$ cat config.mk
export PLATFORM = sky130hd
export DESIGN_NAME = selm_ram
export DESIGN_NICKNAME = d
export VERILOG_FILES = /design/src/hw/rtl/selm_ram.sv
export SDC_FILE = /design/constraint.sdc
export NUM_CORES = 1
export LEC_CHECK = 0
export CAP_MARGIN = 10
export CORE_AREA = 2 2 134 136
export CTS_CLUSTER_DIAMETER = 200
export CTS_CLUSTER_SIZE = 30
export DETAILED_ROUTE_END_ITERATION = 10
export DIE_AREA = 0 0 136 138
export DONT_BUFFER_PORTS = 1
export GPL_ROUTABILITY_DRIVEN = 0
export PLACE_DENSITY = 0.74
export SYNTH_ARGS = -nofsm -noshare
export SYNTH_HDL_FRONTEND = slang
export SYNTH_SLANG_ARGS = --single-unit
export TNS_END_PERCENT = 5
$ cat constraint.sdc
create_clock -name clk -period 3.51 [get_ports clk]
set_clock_uncertainty 0.05 [all_clocks]
set_input_delay 0.702 -clock clk [delete_from_list [all_inputs] [get_ports clk]]
set_output_delay 0.702 -clock clk [all_outputs]
set_load 0.005 [all_outputs]
$ cat src/hw/rtl/selm_ram.sv
// generic single write, single read ram with registered read data
module selm_ram #(
  parameter int WIDTH = 8,
  parameter int DEPTH = 32
) (
  input  logic                     clk,
  input  logic                     we,
  input  logic [$clog2(DEPTH)-1:0] waddr,
  input  logic [WIDTH-1:0]         wdata,
  input  logic [$clog2(DEPTH)-1:0] raddr,
  output logic [WIDTH-1:0]         rdata
);

  logic [WIDTH-1:0] mem [DEPTH];

  always_ff @(posedge clk) begin
    if (we) begin
      mem[waddr] <= wdata;
    end
  end

  always_ff @(posedge clk) begin
    rdata <= mem[raddr];
  end

endmodule

---- Word-level counts from Yosys, hierarchy flattened ----
Memories as Yosys holds them, arrays and structs flattened. A register that Yosys moved wholly into a read port is not among the register bits.
Index checks and enable logic that the tools add are counted.
word-level totals
  bits in writable memories ............... 256
  output and inout bits ................... 8
  memories kept ........................... 1
  bits in registers ....................... 0
  word-level logic and storage cells ...... 3
memories
  memory  words  width  rd ports  clocked after memory_dff  wr ports  RTL line  text
  mem     32     8      1         1                         1         14        logic [WIDTH-1:0] mem [DEPTH];
operators by class
  muxes and demuxes ....................... 2
operators with widths
  operator  number
  $mux W1   2

---- Logic depth before layout (Yosys ltp) ----
Gate-level depths: netlist of the first run.
  word-level depth ........................ 2
  gate-level depth with buffers ........... 5
  mapped depth without buffers ............ 3

---- Least setup slack after synthesis of the first run ----
OpenSTA, ideal clock, no wires.
  kind .................................... input to register
  from .................................... in raddr[2]
  to ...................................... reg rdata[0], read port of mem
  stages .................................. 5
  data arrival time ....................... 2.384 ns
  buffers on the path ..................... 2
  path slack .............................. 0.956 ns
  cell sequence ........................... clkbuf_1 -> clkbuf_1 -> mux4_2 -> mux4_2 -> mux2_2
RTL lines
  item                RTL line  text
  start: declaration  10        input logic [$clog2(DEPTH)-1:0] raddr,
  end: declaration    11        output logic [WIDTH-1:0] rdata

==> results of run 1 <==
routing by layer:
| layer | global-route usage | share of wire | vias to the layer above |
|---|---|---|---|
| met5 | 0 | 0 | - |
| met4 | 0.0444 | 0.016 | 0 |
| met3 | 0.0337 | 0.079 | 18 |
| met2 | 0.294 | 0.47 | 164 |
| met1 | 0.315 | 0.43 | 2190 |
| li1 | - | - | 1744 |
power by group:
part	internal, mW	total (mW)	switching, mW
clock network	0.686	1.56	0.870
registers	3.50	3.52	0.0161
logic	0.120	0.187	0.0670
layout make-up:
type                            instances  area share
Clock inverter                          1    0.000828
Tap cell                              229      0.0271
Multi-Input combinational cell        133       0.198
Clock buffer                           16      0.0318
Sequential cell                       264       0.742
final timing paths:
| path | startpoint | endpoint | slack (ns) | cells after the start |
|---|---|---|---|---|
| hold reg to reg | mem[7][4]$_DFFE_PP_ | rdata[4]$_DFF_P_ | 0.87 | 3 |
| hold / removal | wdata[7] | mem[8][7]$_DFFE_PP_ | 0.26 | 0 |
| setup reg to reg | mem[24][1]$_DFFE_PP_ | rdata[1]$_DFF_P_ | 1.61 | 3 |
| setup / recovery | mem[24][1]$_DFFE_PP_ | rdata[1]$_DFF_P_ | 1.61 | 3 |
registers in the layout (all words and copies together), names as in the netlist:
name	flops
rdata	8
mem	256
through the flow:
step / worst slack (ns) / power (mW) / area, um2 / hold slack (ns)
6_report: 1.61 / 5.26 / 10600 / 0.256
4_1_cts: 1.60 / 5.29 / 10600 / 0.247
3_3_place_gp: 1.15 / 3.77 / 10200 / 0.753
3_5_place_dp: 1.12 / 3.78 / 10200 / 0.753
5_1_grt: 1.58 / 5.41 / 10600 / 0.234
2_1_floorplan: 0.956 / 3.77 / 10100 / 0.751
cells by family (layout without fill, tap and decap cells):
logic type / Yosys count / after routing / synth area share
buf+inv: 20 / 17 / 0.0106
flops: 264 / 264 / 0.781
mux: 88 / 88 / 0.188
simple gates: 45 / 45 / 0.0207
cell usage in the layout, fill, tap and decap left out:
cell and n:
dfxtp_1 8, nand3_1 2, mux2_2 8, nand3b_1 5, mux4_2 80, nand2_1 1
or3_1 1, clkbuf_1 3, nor2_1 33, clkinv_4 1, clkbuf_16 13, or3b_2 3
edfxtp_1 256
==> results.toml, run 1 <==
[sta]
tightest_slew_ns = 0.826
post-route-period-util = 0.541
relSlewSlack = 0.447
finalSetupViolations = 0
min_period_ns = 1.90
rsz0062_at_grt = "no"
hold_violations = 0
tns_ns = 0
timing.fmax_mhz = 526
slew_viol_final = 0

[power]
ir_drop_mv = 0.435
powerDensity_nw_per_um2 = 497
p_leak_nw = 3.13

[synthesis]
syn-num-nets = 437
synth_edf_count = 256
avgSynthCellArea_um2 = 24.1
synthDominantCellAreaShare = 0.765
syn_inst = 417
yosysTopAreaCell = "edfxtp_1"
synth_cell_type_count = 15
ys_ff_latch = 264
synth_common_cells = "256 x edfxtp_1, 80 x mux4_2, 33 x nor2_1, 8 x dfxtp_1, 8 x mux2_2"
ys_top_cells_by_area = "edfxtp_1 76%, mux4_2 18%, dfxtp_1 1.6%, nor2_1 1.2%, mux2_2 0.90%"
ys.flop_type = "edfxtp_1"
async_flop_share = 0
synth_most_common_cell = "edfxtp_1"
synth-seq-area-share = 0.781
netlist_area_um2 = 10100
synth_warnings = 0

[place]
port_buffers = 0
dpl.hpwl_mm = 11.1
dp_cells = 626

[min_path]
min_path_type = "input port to flop"

[routing]
via_per_inst = 6.40
drc = 0
route.vias.total = 4116
routed_wl_mm = 17.8
wl_per_cell_um = 27.7
ant_nets = 0
dr.pass1.iters = 5
drtIter0Drc = 494

[grt]
grt_pass1_wl_mm = 26.9
grtUsageTotal = 0.197
grt_max_degree = 65
antenna_found_initial = 0
grt_overflow = 0
grt_pass1_vias = 4133

[setup_path]
crit_top_cell = "mux4_2"
critPathArrivalTime_ns = 2.23
critical_path.max_stage_delay_ns = 0.52
start_kind = "flop"
critPathTopFamily = "multiplexers"
path_class = "flop to flop"
critPathMaxFanout = 1
critical_path_required_ns = 3.84
cp_num_buf_inv = 0
end_kind = "flop"
crit_chain = "mux4_2 -> mux4_2 -> mux2_2"
crit_path_top_delay_cell = "mux4_2"

[cells_and_area]
seq_area_um2 = 7850
fin_util = 0.603
nNetsFinal = 431
layout.cells.non_filler = 643
drive_gt1_frac = 0.254
area_growth_pct = 5.23
nFillCells = 1197
multi_input_area_um2 = 2100
antenna_cells = 0

[die]
start_util = 0.573
dieHeight_um = 138
ios = 28
die_w_um = 136
die_area_um2 = 18800
design.core.area_um2 = 17500
rows = 49

[clock_network]
cts_buffer_depth = 3
cts_buffers = 12
tritoncts = "done"
clockRootBuffer = "clkbuf_16"
holdBufCountCts = 0
cts.sinks = 264
cts_setup_buffers = 0
post_cts_resized = 0
cts.clk_slew.worst_paths_ns = 0.11
htreeDepth = 1
insertion_delay_ns = 0.48

[status]
status = "complete, no violations"

[job]
cap_viol_max_count = 0
No activity file was read; power rests on OpenSTA's default activity.
==> run 2: changes to the inputs <==
Settings changed: ABC_AREA set to 1, CORE_AREA 2 2 134 136 to 2 2 141 143, DIE_AREA 0 0 136 138 to 0 0 143 145.
Clock period 3.51 ns to 1.6 ns, I/O delays scaled along.
==> run 2 against run 1 <==
  * Via count up 67%
  * Global-route usage up 4.5 points
  * Critical path type is now flop to output pin
  * Hold slack worse by 0.24 ns
==> results.toml, run 2 <==
[synthesis]
synthDominantCellAreaShare = 0.713
synth_cell_type_count = 12
synth_most_common_cell = "nand2_1"
avgSynthCellArea_um2 = 11.7
synth_xor_area_frac = 0
netlist_area_um2 = 10800
synth_compound_area_frac = 0
synthSimpleGateAreaFrac = 0.231
syn-num-nets = 942
yosysTopAreaCell = "edfxtp_1"
ys.flop_type = "edfxtp_1"
synth_edf_count = 256
async_flop_share = 0
synth_common_cells = "360 x nand2_1, 256 x edfxtp_1, 204 x nand3_1, 32 x nor2_1, 24 x buf_6"
synth_warnings = 0
synth_top_family_by_area = "simple AND/OR/NAND/NOR gates"
synth_fa_ha_area_frac = 0
synthMuxAreaShare = 0
ys_ff_latch = 264
syn_inst = 922
synth-seq-area-share = 0.728
ys_top_cells_by_area = "edfxtp_1 71%, nand2_1 13%, nand3_1 9.5%, buf_6 2.5%, dfxtp_1 1.5%"

[die]
dieHeight_um = 145
rows = 51
die_w_um = 143
start_util = 0.562
design.core.area_um2 = 19200
ios = 28
die_area_um2 = 20700

[routing]
via_per_inst = 5.66
drc = 0
drtIter0Drc = 943
route.vias.total = 6854
ant_nets = 0
dr.pass1.iters = 5
routed_wl_mm = 24.5
wl_per_cell_um = 20.2

[cells_and_area]
final_common_cell = "nand2_1"
nNetsFinal = 960
top_regs = "mem x256, rdata x8"
regMostFlops = "mem"
area_growth_pct = 7.90
antenna_cells = 0
drive_gt1_frac = 0.0741
largest_register_ff_count = 256
mostFrequentLayoutCells = "360 x nand2_1, 256 x edfxtp_1, 204 x nand3_1"

[grt]
grt_pass1_wl_mm = 38.1
grt_overflow = 0
antenna_found_initial = 0
grt_pass1_vias = 6751
grtUsageTotal = 0.241
grt_max_degree = 130

[min_path]
min_path_type = "input port to flop"
min_path_cells = 4
min_to = "rdata[5]$_DFF_P_"
hp-start = "raddr[3]"

[job]
cap_viol_max_count = 0

[power]
power_mw = 12.0
p_leak_nw = 4.28
powerDensity_nw_per_um2 = 1030
ir_drop_mv = 1.11

[sta]
slew_viol_final = 0
tns_ns = 0
rsz0062_at_grt = "no"
tightest_slew_ns = 0.373
post-route-period-util = 0.827
timing.fmax_mhz = 755
relSlewSlack = 0.750
min_period_ns = 1.32
finalSetupViolations = 0
hold_violations = 0

[setup_path]
start_kind = "flop"
critPathMaxFanout = 1
path_class = "flop to output pin"
reg2reg_from = "mem[13][3]$_DFFE_PP_"
critical_path_required_ns = 1.23
reg2reg_depth = 8
r2r_end = "rdata[3]$_DFF_P_"
ff2ff_setup_slack_ns = 0.39
critPathArrivalTime_ns = 0.95
end_kind = "output pin"

[clock_network]
cts.clk_slew.worst_paths_ns = 0.11
clockRootBuffer = "clkbuf_16"
tritoncts = "done"
insertion_delay_ns = 0.49
cts_buffer_depth = 3
htreeDepth = 1
cts.sinks = 264
cts_buffers = 12
cts_setup_buffers = 0

[status]
status = "complete, no violations"

[place]
port_buffers = 0
dpl.hpwl_mm = 14.4
run 2: power breakdown:
group          switching, mW  leakage, nW  internal (mW)
Clock                   1.99        0.170           1.53
Sequential            0.0468         2.37           7.67
Combinational          0.517         1.74          0.259
run 2: metrics by stage:
step | hold slack, ns | setup slack, ns | cells | utilization | instance area [um2]
2_1_floorplan | 0.369 | 0.196 | 922 | - | 10800
3_3_place_gp | 0.371 | 0.137 | 1181 | 0.578 | 11100
3_5_place_dp | 0.371 | 0.0852 | 1181 | 0.578 | 11100
4_1_cts | 0.0129 | 0.275 | 1210 | 0.606 | 11600
5_1_grt | 0.0352 | 0.243 | 1210 | 0.606 | 11600
6_report | 0.0207 | 0.276 | 1210 | 0.606 | 11600
run 2: layout make-up:
class                           instances  area (um2)
Sequential cell                       264        7850
Fill cell                            1498        7570
Multi-Input combinational cell        596        2490
Timing Repair Buffer                   56         576
Clock buffer                           18         344
Tap cell                              265         332
Inverter                               10        38.8
Clock inverter                          1        8.76
run 2: cell families (layout without fill, tap and decap cells):
| kind of cell | count (synthesis) | count (layout) |
|---|---|---|
| DFF | 264 | 264 |
| buffers and inverters | 62 | 85 |
| and+or+nand+nor | 596 | 596 |
run 2: how the worst max path moves through the flow:
stage                      from                  end  slack [ns]  cells after the start
6_report       rdata[4]$_DFF_P_             rdata[4]        0.28                      0
5_1_grt        rdata[1]$_DFF_P_             rdata[1]        0.24                      0
4_1_cts        rdata[1]$_DFF_P_             rdata[1]        0.27                      0
3_5_place_dp           raddr[0]     rdata[7]$_DFF_P_        0.09                     10
3_3_place_gp           raddr[0]     rdata[7]$_DFF_P_        0.14                     10
2_1_floorplan          waddr[0]  mem[0][0]$_DFFE_PP_        0.20                      3
run 2: repair_timing:
item | in CTS | in global routing
gates resized for setup | 0 | 0
endpoints found under the hold margin | 264 | 0
hold buffers | 10 | 0
endpoints found under the setup margin | 0 | 0
run 2: per-layer routing:
layer,vias up,track usage,share of wire,wire length (um)
met4,0,0.0406,0.014,341
met3,27,0.0337,0.092,2250
li1,3218,-,-,-
met2,313,0.389,0.48,11800
met1,3296,0.360,0.41,10000
met5,-,0,0,0
==> run 3: changes to the inputs <==
Settings changed: ABC_AREA 1 to 0, CORE_AREA 2 2 141 143 to 2 2 134 136, DIE_AREA 0 0 143 145 to 0 0 136 138.
Clock period 1.6 ns to 1.33 ns, I/O delays scaled along.
==> run 3 against run 2 <==
  * The run now ends with negative setup slack left
  * Design area shrank 5.1%
  * Cell count shrank 43%
  * Combinational power shrank 8.9%
  * Total power grew 18%
  * Flip-flop and latch count is the same
  * Worst setup slack lost 0.83 ns
  * Highest routed layer unchanged
==> results.toml, run 3 (synthesized netlist as in run 1, its figures left out) <==
[clock_network]
cts.sinks = 264
insertion_delay_ns = 0.48
tritoncts = "done"
htreeDepth = 1
cts_buffers = 12
cts_buffer_depth = 3
clockRootBuffer = "clkbuf_16"
cts.clk_slew.worst_paths_ns = 0.11

[cells_and_area]
final_common_cell = "edfxtp_1"
largest_register_ff_count = 256
seq_area_um2 = 7850
mostFrequentLayoutCells = "256 x edfxtp_1, 80 x mux4_2, 36 x buf_4"
antenna_cells = 0
area_growth_pct = 9.86
top_regs = "mem x256, rdata x8"
regMostFlops = "mem"
multi_input_area_um2 = 2130
drive_gt1_frac = 0.320
nNetsFinal = 476
fin_util = 0.630
nFillCells = 1175

[sta]
hold_violations = 0
worst_slack_ns = -0.552
min_period_ns = 1.88
relSlewSlack = 0.234
tightest_slew_ns = 1.15
timing.fmax_mhz = 531
rsz0062_at_grt = "yes"
post-route-period-util = 1.42
finalSetupViolations = 8
tns_ns = -4.13
holdWs_ns = 0.0205
slew_viol_final = 0

[setup_path]
start_kind = "flop"
reg2reg_depth = 3
critical_path.max_stage_delay_ns = 0.53
end_kind = "flop"
r2r_end = "rdata[1]$_DFF_P_"
critPathArrivalTime_ns = 2.21
path_class = "flop to flop"
reg2reg_from = "mem[23][1]$_DFFE_PP_"
critical_path_required_ns = 1.65
crit_path_top_delay_cell = "mux4_2"
crit_chain = "mux4_2 -> mux4_2 -> mux2_2"
crit_top_cell = "mux4_2"
critPathMaxFanout = 1
ff2ff_setup_slack_ns = -0.55

[min_path]
hp-start = "wdata[3]"
min_to = "mem[20][3]$_DFFE_PP_"
min_path_cells = 1
min_path_type = "input port to flop"

[die]
dieHeight_um = 138
ios = 28
design.core.area_um2 = 17500
start_util = 0.573
die_area_um2 = 18800
die_w_um = 136
rows = 49

[routing]
drc = 0
route.vias.total = 4374
ant_nets = 0
wl_per_cell_um = 27.3
routed_wl_mm = 18.9
dr.pass1.iters = 4
drtIter0Drc = 590
via_per_inst = 6.33

[place]
dpl_worst_slack_ns = -0.539
port_buffers = 0
dpl.hpwl_mm = 11.4

[power]
powerDensity_nw_per_um2 = 1280
p_switching_mw = 2.69
ir_drop_mv = 0.809
power_mw = 14.2
clockPowerShare = 0.295
p_int_mw = 11.5
switching_share = 0.190
combPwrFrac = 0.050
p_leak_nw = 3.44
power_frac_seq = 0.655

[grt]
grt_pass1_wl_mm = 28.5
grtUsageTotal = 0.211
grt_pass1_vias = 4479
grt_overflow = 0
antenna_found_initial = 0
grt_max_degree = 65

[status]
violations = "negative setup slack"
status = "finished, violations left"

[job]
cap_viol_max_count = 0
==> run 3: power by group through the flow <==
stage	combinational (mW)	clock, mW	sequential (mW)
detailed placement	0.517	0	9.48
floorplan	0.537	0	9.45
global placement	0.513	0	9.46
global route	0.740	4.52	9.29
finish	0.707	4.18	9.28
CTS	0.708	4.24	9.28
==> run 3: how the worst max path moves through the flow <==
stage	start	slack, ns	depth (start not counted)	endpoint
finish	mem[23][1]$_DFFE_PP_	-0.55	3	rdata[1]$_DFF_P_
global route	mem[20][7]$_DFFE_PP_	-0.57	3	rdata[7]$_DFF_P_
CTS	mem[23][1]$_DFFE_PP_	-0.56	3	rdata[1]$_DFF_P_
detailed placement	mem[23][1]$_DFFE_PP_	-0.54	3	rdata[1]$_DFF_P_
global placement	mem[21][0]$_DFFE_PP_	-0.50	3	rdata[0]$_DFF_P_
floorplan	raddr[0]	-0.58	5	rdata[0]$_DFF_P_
==> run 3: cell type report <==
type / count / area share
tap: 229 / 0.0259
multi-input combinational: 133 / 0.193
timing repair buffer: 45 / 0.0385
sequential: 264 / 0.711
clock buffer: 19 / 0.0315
clock inverter: 1 / 0.000793
==> run 3: critical path: cells and delay by family (launching register included) <==
family,cells,cell delay (ns)
DFF,1,0.40
muxes,3,1.34
==> run 3: routing by layer <==
metal | track usage | vias to the layer above | wire length, um
met4 | 0.0395 | 0 | 237
met1 | 0.340 | 2320 | 8030
met5 | 0 | - | 0
met3 | 0.0345 | 19 | 1530
li1 | - | 1837 | -
met2 | 0.317 | 198 | 9090
==> run 3: timing repair <==
action,in CTS,in global routing
hold endpoints to repair,264,0
buffers inserted,0,0
resized for setup,5,2
endpoints found under the setup margin,8,72
hold buffers,9,0
==> run 3: stage by stage <==
step	instance area [um2]	cells
6_report	11000	691
4_1_cts	11000	691
2_1_floorplan	10200	417
3_5_place_dp	10500	662
5_1_grt	11000	691
3_3_place_gp	10500	662
