## config.mk

```make
export PLATFORM = sky130hd
export DESIGN_NAME = selm_ctrl
export DESIGN_NICKNAME = d
export VERILOG_FILES = /design/src/hw/rtl/selm_pkg.sv /design/src/hw/rtl/selm_ctrl.sv
export SDC_FILE = /design/constraint.sdc
export NUM_CORES = 2
export LEC_CHECK = 0
export BUFFER_PORTS_ARGS = -buffer_cell sky130_fd_sc_hd__buf_2
export CORE_ASPECT_RATIO = 0.7
export CORE_MARGIN = 2
export CORE_UTILIZATION = 43
export CTS_CLUSTER_DIAMETER = 120
export DETAILED_ROUTE_END_ITERATION = 6
export PLACE_DENSITY = 0.68
export SYNTH_ARGS = -nofsm -noshare
export SYNTH_HDL_FRONTEND = slang
export SYNTH_SLANG_ARGS = --single-unit
```

## constraint.sdc

```tcl
create_clock -name clk -period 5.58 [get_ports clk]
set_clock_uncertainty 0.1 [all_clocks]
set_input_delay 1.395 -clock clk [delete_from_list [all_inputs] [get_ports clk]]
set_output_delay 1.395 -clock clk [all_outputs]
set_load 0.01 [all_outputs]
```

## src/hw/rtl/selm_pkg.sv

```systemverilog
// shared types, constants and helper functions of the lock manager
package selm_pkg;

  localparam int NUM_ITEMS   = 32;
  localparam int MAX_TRANS   = 16;
  localparam int QUEUE_DEPTH = 8;

  localparam int DATA_W   = 32;
  localparam int ITEM_W   = $clog2(NUM_ITEMS);
  localparam int TRANS_W  = $clog2(MAX_TRANS);
  localparam int QPTR_W   = (QUEUE_DEPTH > 1) ? $clog2(QUEUE_DEPTH) : 1;
  localparam int CNT_W    = $clog2(QUEUE_DEPTH + 1);
  localparam int QDEPTH   = NUM_ITEMS * (1 << QPTR_W);
  localparam logic [3:0] SITE_RESET = 4'd1;

  typedef enum logic [2:0] {
    OP_RLOCK   = 3'd0,
    OP_WLOCK   = 3'd1,
    OP_READ    = 3'd2,
    OP_WRITE   = 3'd3,
    OP_COMMIT  = 3'd4,
    OP_ABORT   = 3'd5,
    OP_FAIL    = 3'd6,
    OP_RECOVER = 3'd7
  } op_e;

  typedef enum logic [2:0] {
    ST_OK         = 3'd0,
    ST_QUEUED     = 3'd1,
    ST_UNREADABLE = 3'd2,
    ST_UNSAFE     = 3'd3,
    ST_FULL       = 3'd4
  } status_e;

  typedef enum logic [1:0] {
    MODE_NONE = 2'd0,
    MODE_S    = 2'd1,
    MODE_X    = 2'd2
  } mode_e;

  typedef struct packed {
    logic [2:0]         op;
    logic [3:0]         trans;
    logic [5:0]         item;
    logic signed [31:0] write_data;
  } in_beat_t;

  typedef struct packed {
    logic [2:0]         status;
    logic signed [31:0] read_data;
  } out_beat_t;

  typedef struct packed {
    mode_e                mode;
    logic [MAX_TRANS-1:0] holder;
    logic [CNT_W-1:0]     count;
    logic [DATA_W-1:0]    working;
    logic [DATA_W-1:0]    committed;
  } item_ent_t;

  typedef struct packed {
    logic [TRANS_W-1:0] trans;
    logic               excl;
  } qent_t;

  // may transaction t take the lock in the requested mode given current holders
  function automatic logic holding_ok(item_ent_t e, logic [TRANS_W-1:0] t, logic x);
    logic [MAX_TRANS-1:0] one;
    logic r;
    one    = '0;
    one[t] = 1'b1;
    case (e.mode)
      MODE_NONE: r = 1'b1;
      MODE_S:    r = !x || (e.holder == one);
      MODE_X:    r = e.holder[t];
      default:   r = 1'b0;
    endcase
    return r;
  endfunction

  function automatic item_ent_t grant(item_ent_t e, logic [TRANS_W-1:0] t, logic x);
    item_ent_t r;
    r = e;
    if (x) begin
      r.mode = MODE_X;
    end else if (e.mode == MODE_NONE) begin
      r.mode = MODE_S;
    end
    r.holder[t] = 1'b1;
    return r;
  endfunction

  // items stored under a site number; odd_only keeps the odd ones alone
  function automatic logic [NUM_ITEMS-1:0] stored_mask(logic [3:0] site, logic odd_only);
    logic [NUM_ITEMS-1:0] m;
    logic even;
    logic hit;
    for (int i = 0; i < NUM_ITEMS; i++) begin
      even = ((i + 1) % 2) == 0;
      hit  = (1 + ((i + 1) % 10)) == int'(site);
      m[i] = odd_only ? (!even && hit) : (even || hit);
    end
    return m;
  endfunction

endpackage

```

## src/hw/rtl/selm_ctrl.sv

```systemverilog
// sequencer: request handling, release sweep, queue grants, fail and recover
module selm_ctrl (
  input  logic                        clk,
  input  logic                        rst,
  input  logic                        cfg_we,
  input  logic [3:0]                  cfg_data,
  input  logic                        in_valid,
  output logic                        in_stall,
  input  selm_pkg::in_beat_t          in_data,
  output logic                        out_valid,
  input  logic                        out_stall,
  output selm_pkg::out_beat_t         out_data,
  output logic                        item_we,
  output logic [selm_pkg::ITEM_W-1:0] item_waddr,
  output selm_pkg::item_ent_t         item_wdata,
  output logic [selm_pkg::ITEM_W-1:0] item_raddr,
  input  selm_pkg::item_ent_t         item_rdata,
  output logic                        q_we,
  output logic [selm_pkg::ITEM_W+selm_pkg::QPTR_W-1:0] q_waddr,
  output selm_pkg::qent_t             q_wdata,
  output logic [selm_pkg::ITEM_W+selm_pkg::QPTR_W-1:0] q_raddr,
  input  selm_pkg::qent_t             q_rdata
);
  import selm_pkg::*;

  typedef enum logic [4:0] {
    S_INIT, S_IDLE, S_IRD, S_OPX, S_QRD, S_QCHK, S_DECIDE,
    S_CRD, S_CENT, S_CQRD, S_CQCHK, S_CRES, S_CHEAD, S_SHRD, S_SHWR, S_CWB,
    S_SRD, S_SWR, S_DONE
  } state_t;

  localparam logic [ITEM_W-1:0] LAST_IDX = ITEM_W'(NUM_ITEMS - 1);

  state_t               state;
  op_e                  cur_op;
  logic [DATA_W-1:0]    wd;
  logic [TRANS_W-1:0]   t;
  logic                 x;
  logic [ITEM_W-1:0]    idx;
  item_ent_t            ent;
  logic [CNT_W-1:0]     k;
  logic [CNT_W-1:0]     n;
  logic                 qok;
  logic                 dup;
  status_e              status;
  logic [DATA_W-1:0]    rdata_r;
  logic [3:0]           site;
  logic                 site_up;
  logic [NUM_ITEMS-1:0] readable;
  logic [NUM_ITEMS-1:0] modified [MAX_TRANS];

  op_e                in_op;
  logic [ITEM_W-1:0]  idx_in;
  logic               item_bad;
  logic               trans_bad;
  logic               held;
  logic               can_grant;
  item_ent_t          rel_ent;
  item_ent_t          pop_ent;
  item_ent_t          cwb_ent;
  item_ent_t          swp_ent;
  item_ent_t          init_ent;
  logic [CNT_W-1:0]   km1;

  assign in_stall  = (state != S_IDLE);
  assign in_op     = op_e'(in_data.op);
  assign idx_in    = ITEM_W'(in_data.item - 6'd1);
  assign item_bad  = !site_up || (in_data.item == 6'd0) || (int'(in_data.item) > NUM_ITEMS);
  assign trans_bad = int'(in_data.trans) >= MAX_TRANS;
  assign km1       = k - CNT_W'(1);

  assign held      = ent.holder[t];
  assign can_grant = (held && (!x || ent.mode == MODE_X)) || (holding_ok(ent, t, x) && qok);

  always_comb begin
    rel_ent           = item_rdata;
    rel_ent.holder[t] = 1'b0;
    if (rel_ent.holder == '0) begin
      rel_ent.mode = MODE_NONE;
    end
    pop_ent       = grant(ent, q_rdata.trans, q_rdata.excl);
    pop_ent.count = ent.count - CNT_W'(1);
    cwb_ent = ent;
    if (modified[t][idx]) begin
      if (cur_op == OP_COMMIT) begin
        cwb_ent.committed = ent.working;
      end else begin
        cwb_ent.working = ent.committed;
      end
    end
    swp_ent = item_rdata;
    if (cur_op == OP_FAIL) begin
      swp_ent.mode   = MODE_NONE;
      swp_ent.holder = '0;
      swp_ent.count  = '0;
    end else begin
      swp_ent.working = item_rdata.committed;
    end
    init_ent           = '0;
    init_ent.mode      = MODE_NONE;
    init_ent.working   = DATA_W'((int'(idx) + 1) * 10);
    init_ent.committed = DATA_W'((int'(idx) + 1) * 10);
  end

  // memory port control
  always_comb begin
    item_we    = 1'b0;
    item_waddr = idx;
    item_wdata = ent;
    item_raddr = idx;
    q_we       = 1'b0;
    q_waddr    = {idx, QPTR_W'(0)};
    q_wdata    = q_rdata;
    q_raddr    = {idx, QPTR_W'(0)};
    unique case (state)
      S_INIT: begin
        item_we    = 1'b1;
        item_wdata = init_ent;
      end
      S_OPX: begin
        if (cur_op == OP_WRITE && item_rdata.holder[t] && item_rdata.mode == MODE_X) begin
          item_we            = 1'b1;
          item_wdata         = item_rdata;
          item_wdata.working = wd;
        end
      end
      S_QRD, S_CQRD, S_SHRD: begin
        q_raddr = {idx, k[QPTR_W-1:0]};
      end
      S_DECIDE: begin
        if (can_grant) begin
          item_we    = 1'b1;
          item_wdata = grant(ent, t, x);
        end else if (!dup && int'(ent.count) < QUEUE_DEPTH) begin
          item_we          = 1'b1;
          item_wdata.count = ent.count + CNT_W'(1);
          q_we             = 1'b1;
          q_waddr          = {idx, ent.count[QPTR_W-1:0]};
          q_wdata          = '{trans: t, excl: x};
        end
      end
      S_CQCHK: begin
        if (q_rdata.trans != t) begin
          q_we    = 1'b1;
          q_waddr = {idx, n[QPTR_W-1:0]};
        end
      end
      S_SHWR: begin
        q_we    = 1'b1;
        q_waddr = {idx, km1[QPTR_W-1:0]};
      end
      S_CWB: begin
        item_we    = 1'b1;
        item_wdata = cwb_ent;
      end
      S_SWR: begin
        item_we    = 1'b1;
        item_wdata = swp_ent;
      end
      default: begin
      end
    endcase
  end

  always_ff @(posedge clk) begin
    if (rst) begin
      state     <= S_INIT;
      idx       <= '0;
      out_valid <= 1'b0;
      site      <= SITE_RESET;
      site_up   <= 1'b1;
      readable  <= stored_mask(SITE_RESET, 1'b0);
      for (int i = 0; i < MAX_TRANS; i++) begin
        modified[i] <= '0;
      end
    end else begin
      if (out_valid && !out_stall) begin
        out_valid <= 1'b0;
      end
      if (cfg_we) begin
        site     <= cfg_data;
        readable <= stored_mask(cfg_data, 1'b0);
      end
      unique case (state)
        S_INIT: begin
          if (idx == LAST_IDX) begin
            idx   <= '0;
            state <= S_IDLE;
          end else begin
            idx <= idx + ITEM_W'(1);
          end
        end
        S_IDLE: begin
          if (in_valid) begin
            cur_op  <= in_op;
            wd      <= in_data.write_data;
            t       <= TRANS_W'(in_data.trans);
            x       <= (in_op == OP_WLOCK);
            idx     <= idx_in;
            status  <= ST_OK;
            rdata_r <= '0;
            unique case (in_op)
              OP_RLOCK, OP_WLOCK, OP_READ, OP_WRITE: begin
                if (item_bad) begin
                  status <= ST_UNREADABLE;
                  state  <= S_DONE;
                end else if (trans_bad) begin
                  status <= ST_UNSAFE;
                  state  <= S_DONE;
                end else if ((in_op == OP_RLOCK || in_op == OP_READ) && !readable[idx_in]) begin
                  status <= ST_UNREADABLE;
                  state  <= S_DONE;
                end else begin
                  state <= S_IRD;
                end
              end
              OP_COMMIT, OP_ABORT: begin
                idx <= '0;
                if (trans_bad) begin
                  status <= ST_UNSAFE;
                  state  <= S_DONE;
                end else begin
                  state <= S_CRD;
                end
              end
              OP_FAIL: begin
                site_up  <= 1'b0;
                readable <= '0;
                for (int i = 0; i < MAX_TRANS; i++) begin
                  modified[i] <= '0;
                end
                idx   <= '0;
                state <= S_SRD;
              end
              default: begin
                site_up  <= 1'b1;
                readable <= stored_mask(site, 1'b1);
                idx      <= '0;
                state    <= S_SRD;
              end
            endcase
          end
        end
        S_IRD: state <= S_OPX;
        S_OPX: begin
          ent <= item_rdata;
          unique case (cur_op)
            OP_READ: begin
              if (item_rdata.holder[t]) begin
                rdata_r <= item_rdata.working;
              end else begin
                status <= ST_UNSAFE;
              end
              state <= S_DONE;
            end
            OP_WRITE: begin
              if (item_rdata.holder[t] && item_rdata.mode == MODE_X) begin
                modified[t][idx] <= 1'b1;
              end else begin
                status <= ST_UNSAFE;
              end
              state <= S_DONE;
            end
            default: begin
              k     <= '0;
              qok   <= 1'b1;
              dup   <= 1'b0;
              state <= S_QRD;
            end
          endcase
        end
        S_QRD: state <= (k < ent.count) ? S_QCHK : S_DECIDE;
        S_QCHK: begin
          if (!(q_rdata.trans == t || (!x && !q_rdata.excl))) begin
            qok <= 1'b0;
          end
          if (q_rdata.trans == t && q_rdata.excl == x) begin
            dup <= 1'b1;
          end
          k     <= k + CNT_W'(1);
          state <= S_QRD;
        end
        S_DECIDE: begin
          priority if (can_grant) begin
            status <= ST_OK;
          end else if (dup) begin
            status <= ST_QUEUED;
          end else if (int'(ent.count) >= QUEUE_DEPTH) begin
            status <= ST_FULL;
          end else begin
            status <= ST_QUEUED;
          end
          state <= S_DONE;
        end
        S_CRD: state <= S_CENT;
        S_CENT: begin
          if (item_rdata.holder[t]) begin
            ent   <= rel_ent;
            k     <= '0;
            n     <= '0;
            state <= S_CQRD;
          end else begin
            ent   <= item_rdata;
            state <= S_CRES;
          end
        end
        S_CQRD: begin
          if (k < ent.count) begin
            state <= S_CQCHK;
          end else begin
            ent.count <= n;
            state     <= S_CRES;
          end
        end
        S_CQCHK: begin
          if (q_rdata.trans != t) begin
            n <= n + CNT_W'(1);
          end
          k     <= k + CNT_W'(1);
          state <= S_CQRD;
        end
        S_CRES: state <= (ent.count != '0) ? S_CHEAD : S_CWB;
        S_CHEAD: begin
          if (holding_ok(ent, q_rdata.trans, q_rdata.excl)) begin
            ent   <= pop_ent;
            k     <= CNT_W'(1);
            state <= S_SHRD;
          end else begin
            state <= S_CWB;
          end
        end
        S_SHRD: state <= (k <= ent.count) ? S_SHWR : S_CRES;
        S_SHWR: begin
          k     <= k + CNT_W'(1);
          state <= S_SHRD;
        end
        S_CWB: begin
          if (modified[t][idx]) begin
            modified[t][idx] <= 1'b0;
            if (cur_op == OP_COMMIT) begin
              readable[idx] <= 1'b1;
            end
          end
          if (idx == LAST_IDX) begin
            state <= S_DONE;
          end else begin
            idx   <= idx + ITEM_W'(1);
            state <= S_CRD;
          end
        end
        S_SRD: state <= S_SWR;
        S_SWR: begin
          if (idx == LAST_IDX) begin
            state <= S_DONE;
          end else begin
            idx   <= idx + ITEM_W'(1);
            state <= S_SRD;
          end
        end
        S_DONE: begin
          if (!out_valid || !out_stall) begin
            out_valid          <= 1'b1;
            out_data.status    <= status;
            out_data.read_data <= rdata_r;
            state              <= S_IDLE;
          end
        end
        default: state <= S_IDLE;
      endcase
    end
  end

`ifndef SYNTHESIS
  a_result_from_done: assert property (@(posedge clk) disable iff (rst)
    $rose(out_valid) |-> $past(state) == S_DONE)
    else $error("result beat without finished operation");

  a_leave_idle: assert property (@(posedge clk) disable iff (rst)
    (in_valid && !in_stall) |=> state != S_IDLE)
    else $error("accepted beat left sequencer idle");

  a_count_bound: assert property (@(posedge clk) disable iff (rst)
    item_we |-> int'(item_wdata.count) <= QUEUE_DEPTH)
    else $error("wait count beyond queue depth");

  a_compact_order: assert property (@(posedge clk) disable iff (rst)
    (state == S_CQCHK && q_we) |-> n <= k)
    else $error("queue compaction writes ahead of its read");
`endif

endmodule

```

Word-level counts from Yosys, hierarchy flattened
Memory sizes are Yosys's and may differ from the RTL's. A register that Yosys moved wholly into a read port is not among the register bits. Cells that the tools add are included.

Flip-flop bits (word level): 254. RAM bits: 512. Bits of input ports: 145. Output and inout port bits: 156. Logic and storage cells: 413. Memories kept: 1.

Add/sub/neg operators: 8. Multiply operators: 1. $lt $le $gt $ge: 12. Equal/unequal tests: 64. Muxes and demuxes: 181. Bitwise gates (word level): 56. Reductions and logical operators: 67.

Memory list: modified (depth 16, bits a word 32, rd ports 1, clocked after Yosys merged registers in 1, write ports 16, line selm_ctrl.sv:50) `logic [NUM_ITEMS-1:0] modified [MAX_TRANS];`.

Operators with widths (number): $mux W32 (30); $pmux W86 S5 (1); $mux W86 (3); $pmux W32 S2 (3); $pmux W64 S3 (1); $pmux W5 S19 (1); $mux W5 (14); $mux W1 (69); $mux W64 (1); $pmux W18 S3 (1); $or A1 B1 Y1 (48); $eq A5 B4 Y1 const B (8); $mux W4 (9); $mux W3 (11); $eq A16 B16 Y1 (2); $eq A4 B4 Y1 const A (8); $or A16 B16 Y16 (2); $or A32 B32 Y32 (1); $pmux W4 S4 (2); $reduce_or A32 Y1 (1); $mux W2 (12); $ne A2 B2 Y1 const B (12); $mux W22 (1); $reduce_and A3 Y1 (7); 66 further kinds (141).

Logic depth before layout (Yosys ltp)
Depth after elaboration: 11. Depth in mapped cells: 19. Gate-level depth less buffers: 16.

Worst setup path after synthesis
No wires, ideal clock.

Kind: input -> register. Start: input rst. End: register ent[0] (netlist bit), enable pin. Library setup time: 0.507 ns. Arrival: 4.920 ns. Required time: 4.973 ns. Setup slack: 0.053 ns. Stages on the path: 3. Buffers on the path: 2. Cell sequence: clkbuf_1 -> buf_1 -> a21oi_1.

Cells in the longest elaborated chain, start to end: 2.

RTL lines: start: declaration (line selm_ctrl.sv:4) `input logic rst,`; $not A1 Y1 (no line); $reduce_and A3 Y1 (no line); end signal: assignment (line selm_ctrl.sv:246) `ent <= item_rdata;`; end signal: assignment (line selm_ctrl.sv:298) `ent <= rel_ent;`; end signal: assignment (line selm_ctrl.sv:303) `ent <= item_rdata;`; end: declaration (line selm_ctrl.sv:40) `item_ent_t ent;`.

No other way between the ends. A chain may end at the register's enable or synchronous reset.

==> run metrics <==
peak supply drop around 0.19 mV; worst slew pin tran about 1200 ps; reg2reg path depth 13; routed vias around 35000; initial antenna violation count 8; CTS buffer count 76; Final Hold Fails 0; top post-synthesis cells by area edfxtp_1 (51%), o21ai_0 (7.5%), mux4_2 (7.0%), nor2_1 (5.8%), nand2_1 (3.1%); hold depth 0; Overflow after GRT 0; Layout Nets 4388; Synth Area per Inst approximately 11 um2; final worst path period need approximately 5700 ps; WS Path Type flip-flop to output port; hold endpoint out_data[7]$_DFFE_PP_; Synth Flop Type edfxtp_1; most common cell after layout, fill and taps aside edfxtp_1; Finished Layout Cells 5562; global-route wire length before repair about 210000 um; Cells after Synth about 4000; Crit Path Max Fanout 24; num rows 95; GPL Wtd Cong 1.05; htree depth 3; CP arrival 4160 ps; Synth top area share between 50 and 60%; final cycle utilization of the critical path 101%; Hold Crit Start rdata_r[7]$_SDFFCE_PN0P_; DR pass1 iterations 7; synth unique cells 83; Final Util about half; commonest cells after routing, fill and taps aside edfxtp_1 (718), nor2_1 (630), o21ai_0 (622), nand2_1 (341), buf_2 (299); syn nets around 4200; reg2reg setup slack approximately 880 ps; hold_buf cts 0; TNS Setup -1870 ps; Post-synth EDFFs around 700; RSZ-0062 raised after global routing true; dpl ws a little under 30 ps; root buf cell clkbuf_16; CTS tree done; final worst slack -78.9 ps; Setup crit end kind output port; status finished, violations left; Total GRT Usage about 28%; Skew-Pair Late Insertion Delay approximately 670 ps; Rel. slew slack 18.6%; Starting Density ~44%; clk buf depth 3; reg2reg end modified[11][4]$_SDFFCE_PN0P_; vias in the first global route between 30000 and 40000; area grow syn2layout 15.7%; leakage power roughly 17 nW; Die H approximately 270 um; nature of the critical path startpoint flip-flop; Placed Cells about 5400; IO Pins about 300; Max Slew Vio Count 0; Post-route DRC 14; Clock transition at path regs 70 ps; Seq/Total Area, Yosys between 50 and 60%; Yosys reg bits 770; DR WL/cell between 20 and 30 um; Syn Std Cell Area about 42000 um2; min-delay worst type flip-flop to flip-flop; die width 378 um; Core ar. around 96000 um2; starting DRC count in detailed routing approximately 5500; Die ar. around 100000 um2; pwr dens ~260 nW/um2; layout cell share with drive strength beyond 1 between 20% and 30%; Avg Vias per Cell between 6 and 7; critical path required time roughly 4100 ps; count of clock tree sinks 770; final antenna-violating net count 0; Final setup viols 49; Synth warnings 0; area leader, netlist edfxtp_1; overall power approximately 0.012 W; Fmax achieved 177 MHz; failing checks design-rule violations, negative setup slack; port bufs 300; FFs w/ async S/R, synth 0%; max_cap viols 0; Routed WL approximately 140000 um; post-DP HPWL 95900 um; largest net degree at the start of global routing 217
metrics by stage:
stage	hold WS (ps)	area, um2
floorplan	300	42000
global placement	300	45100
detailed placement	305	45100
CTS	313	48200
global route	323	48600
finish	314	48600
final cells by class:
cell class                 count  area, um2
tap                         1309       1640
timing repair buffer         525       3770
clock inverter                43        368
antenna                        8       20.0
multi-input combinational   2729      17800
fill                        8570      47800
clock buffer                  96       2100
sequential                   770      22600
inverter                      82        322
report_power, final:
group,internal [W],total [W],switching [W]
Combinational,0.000291,0.000762,0.000471
Clock,0.00292,0.00525,0.00233
Sequential,0.00641,0.00646,0.0000554
Total,0.00962,0.0125,0.00286
worst max-delay path, stage by stage, from the launching register on:
cell	delay [ps]
dfxtp_4	400
buf_12	140
buf_6	100
mux4_2	510
a22o_1	200
o311a_1	310
a32o_2	280
a211oi_4	290
and4_4	380
nand2_8	110
and2_4	160
buf_12	150
a221o_1	310
buf_2	150
worst max path at each step:
stage	slack, ps	cells after the start	endpoint
2_1_floorplan	50	3	ent[0]$_DFFE_PP_
3_3_place_gp	30	11	item_wdata[36]
3_5_place_dp	30	11	item_wdata[45]
4_1_cts	2	13	q_we
5_1_grt	-100	13	item_wdata[10]
6_report	-80	13	item_wdata[10]
cell families (layout without fill, tap and decap cells):
| kind of cell | Yosys count | in the layout | synth area share [%] |
|---|---|---|---|
| buf+inv | 466 | 746 | 5.22 |
| fa+ha+maj | 59 | 59 | 1.77 |
| simple gates | 1361 | 1362 | 14.0 |
| flops | 770 | 770 | 53.8 |
| xor+xnor | 21 | 21 | 0.438 |
| mux | 242 | 242 | 9.67 |
| compound gates | 1045 | 1045 | 15.1 |
| other cells | 0 | 8 | 0 |
synthesized netlist by cell type (all sizes together), types with 5 or more instances:
| cell type | number |
|---|---|
| nand4 | 16 |
| o31ai | 6 |
| o21bai | 18 |
| xor2 | 11 |
| nand2 | 348 |
| o21ai | 633 |
| nor2b | 20 |
| dfxtp | 52 |
| nor3b | 7 |
| nand3 | 131 |
| nor2 | 646 |
| a21boi | 8 |
| a21oi | 89 |
| a2111oi | 5 |
| a31oi | 15 |
| mux4 | 130 |
| nand2b | 24 |
| and3 | 8 |
| nand3b | 6 |
| clkbuf | 245 |
| edfxtp | 718 |
| a22o | 8 |
| a211oi | 16 |
| a221o | 68 |
| or3 | 11 |
| ha | 58 |
| inv | 77 |
| o22a | 15 |
| clkinv | 5 |
| a221oi | 10 |
| mux2i | 98 |
| mux2 | 14 |
| and2 | 66 |
| o221ai | 6 |
| o32a | 12 |
| a32oi | 8 |
| nor4 | 16 |
| nor3 | 42 |
| o211ai | 23 |
| o21a | 26 |
| xnor2 | 10 |
| buf | 139 |
| a22oi | 36 |
| o22ai | 18 |
metal layers:
layer  part of all wire (%)  GRT usage [%]  vias up
met2                     42           38.8     2608
met3                     15           8.13      348
met5                  0.038              0        -
li1                       -              -    15100
met4                    3.5           8.54        4
met1                     40           40.7    17000
state kept, by name, indices dropped and copies added, names as in the netlist, named ones only:
register	count
n	4
site_up	1
t	4
modified	512
state	5
readable	32
dup	1
wd	32
out_valid	1
status	3
out_data	35
k	4
rdata_r	32
item_raddr	5
qok	1
ent	64
x	1
site	4
cur_op	3
cwb_ent	22
repair_timing:
action                     CTS  global route
setup endpoints to repair   92            92
hold endpoints to repair     0             0
setup buffers               34             9
gates resized for setup     45            64
cloned                       4             2
pin swaps                    8            10
(Power assumes the default switching activity.)
